--- src/crp_pkg.sv ---
// Shared constants, state encoding and control bundles for the clock page replacement block.
`timescale 1ns / 1ps

package crp_pkg;

  localparam int MAX_CELLS   = 64;
  localparam int PAGE_COUNT  = 256;
  localparam int CELL_W      = $clog2(MAX_CELLS + 1);
  localparam int HAND_W      = $clog2(MAX_CELLS);
  localparam int PAGE_W      = $clog2(PAGE_COUNT);
  localparam int CFG_W       = 7;
  localparam int FAULT_W     = 32;
  localparam logic [CFG_W-1:0] CELLS_RESET = CFG_W'(MAX_CELLS);

  typedef enum logic [2:0] {
    ST_IDLE,
    ST_DECIDE,
    ST_SWEEP,
    ST_EVICT,
    ST_LOAD,
    ST_EMIT
  } state_t;

  // Commands from the controller to the datapath
  typedef struct packed {
    logic accept;     // latch request, start page table read
    logic mark_hit;   // set reference bit of resident page
    logic fill;       // take next free cell
    logic hand_norm;  // pull hand back into the managed range
    logic sweep_clr;  // clear reference bit under hand, advance
    logic evict_rd;   // pick victim cell under hand, read its page
    logic evict_clr;  // drop victim page from the page table
    logic load_new;   // write new page into its cell
    logic emit;       // load the result register
  } cmd_t;

  // Status from the datapath to the controller
  typedef struct packed {
    logic hit;
    logic can_fill;
    logic ref_set;
    logic out_free;
  } sts_t;

endpackage

--- src/crp_ctrl.sv ---
// Controller state machine for the clock page replacement block.
`timescale 1ns / 1ps

module crp_ctrl (
  input  logic          clk,
  input  logic          rst_n,
  input  logic          in_valid,
  output logic          in_ready,
  input  crp_pkg::sts_t sts,
  output crp_pkg::cmd_t cmd
);
  import crp_pkg::*;

  state_t state_r;
  state_t state_nxt;

  always_ff @(posedge clk) begin
    if (!rst_n) begin
      state_r <= ST_IDLE;
    end else begin
      state_r <= state_nxt;
    end
  end

  always_comb begin
    state_nxt = state_r;
    cmd       = '0;
    in_ready  = 1'b0;
    case (state_r)
      ST_IDLE: begin
        in_ready = 1'b1;
        if (in_valid) begin
          cmd.accept = 1'b1;
          state_nxt  = ST_DECIDE;
        end
      end
      ST_DECIDE: begin
        if (sts.hit) begin
          cmd.mark_hit = 1'b1;
          state_nxt    = ST_EMIT;
        end else if (sts.can_fill) begin
          cmd.fill  = 1'b1;
          state_nxt = ST_LOAD;
        end else begin
          cmd.hand_norm = 1'b1;
          state_nxt     = ST_SWEEP;
        end
      end
      ST_SWEEP: begin
        if (sts.ref_set) begin
          cmd.sweep_clr = 1'b1;
        end else begin
          cmd.evict_rd = 1'b1;
          state_nxt    = ST_EVICT;
        end
      end
      ST_EVICT: begin
        cmd.evict_clr = 1'b1;
        state_nxt     = ST_LOAD;
      end
      ST_LOAD: begin
        cmd.load_new = 1'b1;
        state_nxt    = ST_EMIT;
      end
      ST_EMIT: begin
        if (sts.out_free) begin
          cmd.emit  = 1'b1;
          state_nxt = ST_IDLE;
        end
      end
      default: begin
        state_nxt = ST_IDLE;
      end
    endcase
  end

endmodule

--- src/crp_dp.sv ---
// Datapath of the clock page replacement block: tables, hand, counters, result register.
`timescale 1ns / 1ps

module crp_dp (
  input  logic                          clk,
  input  logic                          rst_n,
  input  logic                          cfg_wr_en,
  input  logic [crp_pkg::CFG_W-1:0]     cfg_wr_data,
  input  logic [crp_pkg::PAGE_W-1:0]    in_page_id,
  input  crp_pkg::cmd_t                 cmd,
  output crp_pkg::sts_t                 sts,
  input  logic                          out_ready,
  output logic                          out_valid,
  output logic                          out_hit,
  output logic [crp_pkg::CELL_W-1:0]    out_cell_res,
  output logic                          out_evicted_valid,
  output logic [crp_pkg::PAGE_W-1:0]    out_evicted_page,
  output logic [crp_pkg::FAULT_W-1:0]   out_fault_count
);
  import crp_pkg::*;

  logic [CFG_W-1:0]      cells_in_use_r;
  logic [CELL_W-1:0]     n_eff;
  logic [HAND_W-1:0]     hand_r;
  logic [CELL_W-1:0]     hand_p1;
  logic [HAND_W-1:0]     hand_adv;
  logic [CELL_W-1:0]     filled_r;
  logic [MAX_CELLS-1:0]  ref_r;
  logic [PAGE_W-1:0]     page_r;
  logic [CELL_W-1:0]     cell_r;
  logic [HAND_W-1:0]     cell_idx;
  logic [CELL_W-1:0]     hit_cell_m1;
  logic                  hit_r;
  logic                  ev_valid_r;
  logic [PAGE_W-1:0]     ev_page_r;
  logic [FAULT_W-1:0]    faults_r;

  logic [CELL_W-1:0]     p2c_mem [PAGE_COUNT];
  logic [PAGE_COUNT-1:0] p2c_vld_r;
  logic [CELL_W-1:0]     p2c_rd_r;
  logic                  p2c_hit_r;
  logic [PAGE_W-1:0]     cp_mem [MAX_CELLS];
  logic [PAGE_W-1:0]     cp_rd_r;

  logic                  out_valid_r;
  logic                  out_hit_r;
  logic [CELL_W-1:0]     out_cell_r;
  logic                  out_ev_valid_r;
  logic [PAGE_W-1:0]     out_ev_page_r;
  logic [FAULT_W-1:0]    out_faults_r;

  // Clamp register value to 1..MAX_CELLS
  always_comb begin
    if (cells_in_use_r == '0) begin
      n_eff = CELL_W'(1);
    end else if (cells_in_use_r > CFG_W'(MAX_CELLS)) begin
      n_eff = CELL_W'(MAX_CELLS);
    end else begin
      n_eff = CELL_W'(cells_in_use_r);
    end
  end

  assign hand_p1     = CELL_W'(hand_r) + CELL_W'(1);
  assign hand_adv    = (hand_p1 >= n_eff) ? '0 : hand_p1[HAND_W-1:0];
  assign cell_idx    = HAND_W'(cell_r - CELL_W'(1));
  assign hit_cell_m1 = p2c_rd_r - CELL_W'(1);

  always_ff @(posedge clk) begin
    if (!rst_n) begin
      cells_in_use_r <= CELLS_RESET;
    end else if (cfg_wr_en) begin
      cells_in_use_r <= cfg_wr_data;
    end
  end

  // Page table: data in RAM, residency in flops cleared at reset
  always_ff @(posedge clk) begin
    if (cmd.accept) begin
      p2c_rd_r  <= p2c_mem[in_page_id];
      p2c_hit_r <= p2c_vld_r[in_page_id];
    end
    if (cmd.load_new) begin
      p2c_mem[page_r] <= cell_r;
    end
  end

  always_ff @(posedge clk) begin
    if (!rst_n) begin
      p2c_vld_r <= '0;
    end else begin
      if (cmd.evict_clr) begin
        p2c_vld_r[cp_rd_r] <= 1'b0;
      end
      if (cmd.load_new) begin
        p2c_vld_r[page_r] <= 1'b1;
      end
    end
  end

  // Cell contents
  always_ff @(posedge clk) begin
    if (cmd.evict_rd) begin
      cp_rd_r <= cp_mem[hand_r];
    end
    if (cmd.load_new) begin
      cp_mem[cell_idx] <= page_r;
    end
  end

  always_ff @(posedge clk) begin
    if (!rst_n) begin
      ref_r    <= '0;
      hand_r   <= '0;
      filled_r <= '0;
      faults_r <= '0;
    end else begin
      if (cmd.mark_hit) begin
        ref_r[hit_cell_m1[HAND_W-1:0]] <= 1'b1;
      end
      if (cmd.sweep_clr) begin
        ref_r[hand_r] <= 1'b0;
      end
      if (cmd.load_new) begin
        ref_r[cell_idx] <= 1'b1;
      end
      if (cmd.hand_norm) begin
        if (CELL_W'(hand_r) >= n_eff) begin
          hand_r <= '0;
        end
      end else if (cmd.sweep_clr || cmd.evict_rd) begin
        hand_r <= hand_adv;
      end
      if (cmd.fill) begin
        filled_r <= filled_r + CELL_W'(1);
      end
      if (cmd.load_new && (faults_r != '1)) begin
        faults_r <= faults_r + FAULT_W'(1);
      end
    end
  end

  // Per-request working registers
  always_ff @(posedge clk) begin
    if (cmd.accept) begin
      page_r     <= in_page_id;
      hit_r      <= 1'b0;
      ev_valid_r <= 1'b0;
      ev_page_r  <= '0;
    end
    if (cmd.mark_hit) begin
      hit_r  <= 1'b1;
      cell_r <= p2c_rd_r;
    end
    if (cmd.fill) begin
      cell_r <= filled_r + CELL_W'(1);
    end
    if (cmd.evict_rd) begin
      cell_r <= hand_p1;
    end
    if (cmd.evict_clr) begin
      ev_valid_r <= 1'b1;
      ev_page_r  <= cp_rd_r;
    end
  end

  // Result register
  always_ff @(posedge clk) begin
    if (!rst_n) begin
      out_valid_r <= 1'b0;
    end else if (cmd.emit) begin
      out_valid_r <= 1'b1;
    end else if (out_ready) begin
      out_valid_r <= 1'b0;
    end
  end

  always_ff @(posedge clk) begin
    if (cmd.emit) begin
      out_hit_r      <= hit_r;
      out_cell_r     <= cell_r;
      out_ev_valid_r <= ev_valid_r;
      out_ev_page_r  <= ev_page_r;
      out_faults_r   <= faults_r;
    end
  end

  assign sts.hit      = p2c_hit_r;
  assign sts.can_fill = (filled_r < n_eff);
  assign sts.ref_set  = ref_r[hand_r];
  assign sts.out_free = !out_valid_r || out_ready;

  assign out_valid         = out_valid_r;
  assign out_hit           = out_hit_r;
  assign out_cell_res      = out_cell_r;
  assign out_evicted_valid = out_ev_valid_r;
  assign out_evicted_page  = out_ev_page_r;
  assign out_fault_count   = out_faults_r;

  a_faults_monotonic: assert property (@(posedge clk) disable iff (!rst_n)
    $past(rst_n) |-> (faults_r >= $past(faults_r)))
    else $error("fault counter went backwards");

  a_filled_bound: assert property (@(posedge clk) disable iff (!rst_n)
    filled_r <= CELL_W'(MAX_CELLS))
    else $error("more cells filled than exist");

  a_hit_no_evict: assert property (@(posedge clk) disable iff (!rst_n)
    (cmd.emit && hit_r) |-> !ev_valid_r)
    else $error("hit reported an eviction");

  a_cell_range: assert property (@(posedge clk) disable iff (!rst_n)
    cmd.emit |-> ((cell_r != '0) && (cell_r <= CELL_W'(MAX_CELLS))))
    else $error("result cell out of range");

endmodule

--- src/clock_page_replacement_top.sv ---
// Top level of the clock (second-chance) page replacement block.
`timescale 1ns / 1ps
// Sequence: a hit goes from accept through decide to emit; a fill through decide, load, emit;
//   an eviction through decide, sweep (clearing set reference bits), evict, load and emit.
// Throughput: one request at a time; the next is taken once the current result is in the
//   output register, which may still be waiting on out_ready. The sweep loop sets the rate.
// Reset (rst_n low, synchronous): all pages not resident, reference bits and fill count
//   cleared, hand at the first cell, fault count zero, cells_in_use back to 64.
module clock_page_replacement_top (
  input  logic                          clk,
  input  logic                          rst_n,
  // configuration
  input  logic                          cfg_wr_en,
  input  logic [crp_pkg::CFG_W-1:0]     cfg_wr_data,
  // request channel
  input  logic                          in_valid,
  output logic                          in_ready,
  input  logic [crp_pkg::PAGE_W-1:0]    in_page_id,
  // result channel
  output logic                          out_valid,
  input  logic                          out_ready,
  output logic                          out_hit,
  output logic [crp_pkg::CELL_W-1:0]    out_cell_res,
  output logic                          out_evicted_valid,
  output logic [crp_pkg::PAGE_W-1:0]    out_evicted_page,
  output logic [crp_pkg::FAULT_W-1:0]   out_fault_count
);
  import crp_pkg::*;

  // Command and status bundles between controller and datapath
  cmd_t cmd;
  sts_t sts;

  // Controller: take each request through decide, sweep, evict and load as needed, then emit
  crp_ctrl u_ctrl (
    .clk      (clk),
    .rst_n    (rst_n),
    .in_valid (in_valid),
    .in_ready (in_ready),
    .sts      (sts),
    .cmd      (cmd)
  );

  // Datapath: page table, cell table, reference bits, hand, counters and result register
  crp_dp u_dp (
    .clk               (clk),
    .rst_n             (rst_n),
    .cfg_wr_en         (cfg_wr_en),
    .cfg_wr_data       (cfg_wr_data),
    .in_page_id        (in_page_id),
    .cmd               (cmd),
    .sts               (sts),
    .out_ready         (out_ready),
    .out_valid         (out_valid),
    .out_hit           (out_hit),
    .out_cell_res      (out_cell_res),
    .out_evicted_valid (out_evicted_valid),
    .out_evicted_page  (out_evicted_page),
    .out_fault_count   (out_fault_count)
  );

endmodule

--- config.mk ---
export PLATFORM = sky130hd
export DESIGN_NAME = clock_page_replacement_top
export DESIGN_NICKNAME = d
export VERILOG_FILES = /design/src/crp_pkg.sv /design/src/crp_ctrl.sv /design/src/crp_dp.sv /design/src/clock_page_replacement_top.sv
export SDC_FILE = /design/constraint.sdc
export NUM_CORES = 2
export LEC_CHECK = 0
export BUFFER_PORTS_ARGS = -buffer_cell sky130_fd_sc_hd__buf_4
export CORE_UTILIZATION = 40
export DETAILED_ROUTE_END_ITERATION = 10
export GPL_TIMING_DRIVEN = 0
export PLACE_DENSITY = 0.65
export REMOVE_ABC_BUFFERS = 1
export SETUP_SLACK_MARGIN = 0.5
export SYNTH_ARGS = -nofsm -noshare
export SYNTH_HDL_FRONTEND = slang
export SYNTH_SLANG_ARGS = --single-unit
--- constraint.sdc ---
create_clock -name clk -period 7.69 [get_ports clk]
set_input_delay 1.9225 -clock clk [delete_from_list [all_inputs] [get_ports clk]]
set_output_delay 1.9225 -clock clk [all_outputs]
set_load 0.1 [all_outputs]
==> impl_metrics.tcl <==
set metrics [dict create \
    synthTopCellsByArea "edfxtp_1, mux4_2, dfxtp_1" \
    maxCapViolCount 2 \
    gr-usage-met2_pct 31.6 \
    synthCells 6239 \
    die_area_mm2 0.276 \
    crit_arrival_ps 6630 \
    drt-total-wl_mm 287 \
    cts_num_sinks 2770 \
    holdCritPathClass "reg -> reg" \
    criticalPathCategory "in -> reg" \
    violations "max-capacitance violations, max-slew violations" \
    utilization_pct 46.4 \
    grt_pass1_vias 60200 \
    p_leak_nw 39.6 \
    htree_levels 5 \
    cts.repair.resized 0 \
    ys_seq_area_share_pct 72.5 \
    holdPathStages 0 \
    synthTopCellsByCount "edfxtp_1, o21a_1, mux4_2" \
    yosys.cell_types.count 74 \
    fin_ws_ps 1620 \
    status "complete, but fails checks" \
    overflow 0 \
    design_area_mm2 0.126 \
    numCtsBuffers 300 \
    worstSetupStartpointType "input port" \
    chipWidth_um 525 \
    fin_crit_ps 6070 \
    grtUsageTotal_pct 20.4 \
    cp_max_fo 68 \
    drive_above_1_share_pct 19.1 \
    ir_drop_mv 0.251 \
    rows 191 \
    maxSlewViolCount 25 \
    end_kind "flop" \
    vias 60700 \
    synth-main-ff-cell "edfxtp_1" \
    antenna_found_initial 14 \
    drc_errors 0 \
    die_y_um 525 \
    grt_start_max_net_pins 149 \
    ys_warn_count 0 \
    core_mm2 0.271 \
    ctsLongestPathBuffers 4 \
    postCtsSetupBuffers 0 \
    p_per_area_mw_per_mm2 259 \
    tightest_slew_ps 1550 \
    start_util_pct 40.3 \
    grt_pass1_wl_mm 415 \
    hold_violations 0 \
    dr.first_iter.drc_count 7739 \
    holdBufCountCts 0 \
    fin_skew_ps 88.0 \
    synth-edff-count 2392 \
    first_pass_iters 7 \
    worstPathRequired_ps 8250 \
    yosysTopAreaCell "edfxtp_1" \
    clk_pin_slew_ps 60 \
    num-fill-cells 22500 \
    via_per_inst 5.98 \
    wl_per_cell_um 28.3 \
    synth_top_cell_area_share_pct 65.6 \
    dp_slack_ps 605 \
    globalplace.congestion 0.851 \
    r2r_cells 7 \
    rsz0062_at_grt "no" \
    ios 71 \
    power_mw 32.6 \
    setup_viol 0 \
    fmax_mhz 165 \
    syn_avg_cell_area_um2 17.6 \
    synthArstFlopShare_pct 0 \
    holdWs_ps 434 \
    place_area_mm2 0.117 \
    maxSlewHeadroom_pct -4.29 \
    ys_seq_elements 2770 \
    clk_latency_ps 960 \
    syn-cell-area_mm2 0.110 \
    io_buffers 70 \
    synth.most_common_cell "edfxtp_1" \
    met3_usage_pct 4.91 \
    root_buffer "clkbuf_16" \
    fin_nets 6392 \
    min_period_over_period_pct 79.0 \
    hpwl_mm 179 \
    grt-busiest-layer "met2" \
    grtUsageMet1_pct 28.1 \
    cts_tree "done" \
    area_growth_pct 15.1 \
    ant_nets 0 \
]
[through the flow]
step | setup TNS, ps | instances
4_1_cts | 0 | 10100
2_1_floorplan | 0 | 5840
5_1_grt | 0 | 10100
6_report | 0 | 10200
3_3_place_gp | -1814520 | 9480
3_5_place_dp | 0 | 9619
[layer usage]
metal  share of wire (%)  vias up
met2                  46     3156
li1                    -    25500
met4                 3.3        6
met5               0.036        -
met3                 9.8      579
met1                  40    31500
[sequential cells by signal, summed over array words and instances, names as in the netlist, 3 cells and up]
register / flops
u_dp.faults_r: 32
u_dp.out_evicted_page: 8
u_dp.hand_r: 6
u_dp.p2c_rd_r: 7
u_dp.filled_r: 7
u_dp.out_cell_res: 7
u_dp.ev_page_r: 8
u_dp.cell_r: 7
u_dp.p2c_vld_r: 256
u_dp.p2c_mem: 1792
u_dp.cp_mem: 512
u_ctrl.state_r: 3
u_dp.cells_in_use_r: 7
u_dp.cp_rd_r: 8
u_dp.out_fault_count: 32
u_dp.page_r: 8
u_dp.ref_r: 64
[cells in the final DEF, fill, tap and decap left out, types with 20 or more instances in the layout]
cell type     n
a21oi_1     161
a221oi_1     54
a22o_1       53
a22oi_1     232
a31oi_1      73
and2_1       48
buf_16      112
buf_4        65
clkbuf_1     71
clkbuf_16   303
clkbuf_8     30
clkinv_1     37
clkinv_2     40
dfxtp_1     375
edfxtp_1   2392
ha_1         20
inv_1        22
mux2i_1     125
mux4_2      540
nand2_1     141
nand2b_1     21
nand3_1      89
nand4_1      41
nor2_1      423
nor2b_1      44
nor3_1       29
o21a_1      578
o21ai_0      53
o22ai_1      40
xnor2_1      22
[worst paths after layout]
kind | from | endpoint | slack, ps
max | in_page_id[0] | u_dp.p2c_rd_r[4] | 1620
min | u_dp.ev_page_r[1] | u_dp.out_evicted_page[1] | 430
max reg2reg | u_dp.hand_r[3] | u_dp.cell_r[6] | 2800
min reg2reg | u_dp.ev_page_r[1] | u_dp.out_evicted_page[1] | 430
[power by group]
part	switching, mW	internal (mW)	leakage, nW	total, mW
clock	5.73	8.17	4.60	13.9
combinational	1.26	0.728	10.4	1.99
sequential	0.101	16.6	24.6	16.7
[cell families after synthesis]
logic type	Yosys count	synth area share (%)
AO/OA/AOI/OAI	1330	8.68
AND/OR/NAND/NOR	970	4.14
XOR/XNOR	38	0.304
adder cells (fa/ha/maj)	21	0.238
flip-flops	2770	72.5
buffers and inverters	422	1.60
multiplexers	688	12.5
[cell type report]
class / count / area (um^2) / share of cell area, %
sequential: 2770 / 79400 / 63.0
timing repair buffer: 210 / 4070 / 3.23
antenna: 5 / 12.5 / 0.00993
multi-input combinational: 3047 / 28500 / 22.6
tap: 3570 / 4470 / 3.55
inverter: 23 / 86.3 / 0.0685
clock inverter: 122 / 1160 / 0.925
clock buffer: 404 / 8260 / 6.56
[critical path: stages]
cell	delay, ps
buf_8	420
buf_16	410
buf_16	440
buf_16	440
mux4_2	590
mux4_2	510
mux2i_1	250
a21oi_1	260
o21ai_0	890
a31oi_1	190
Power figures use the tool's default switching activity.
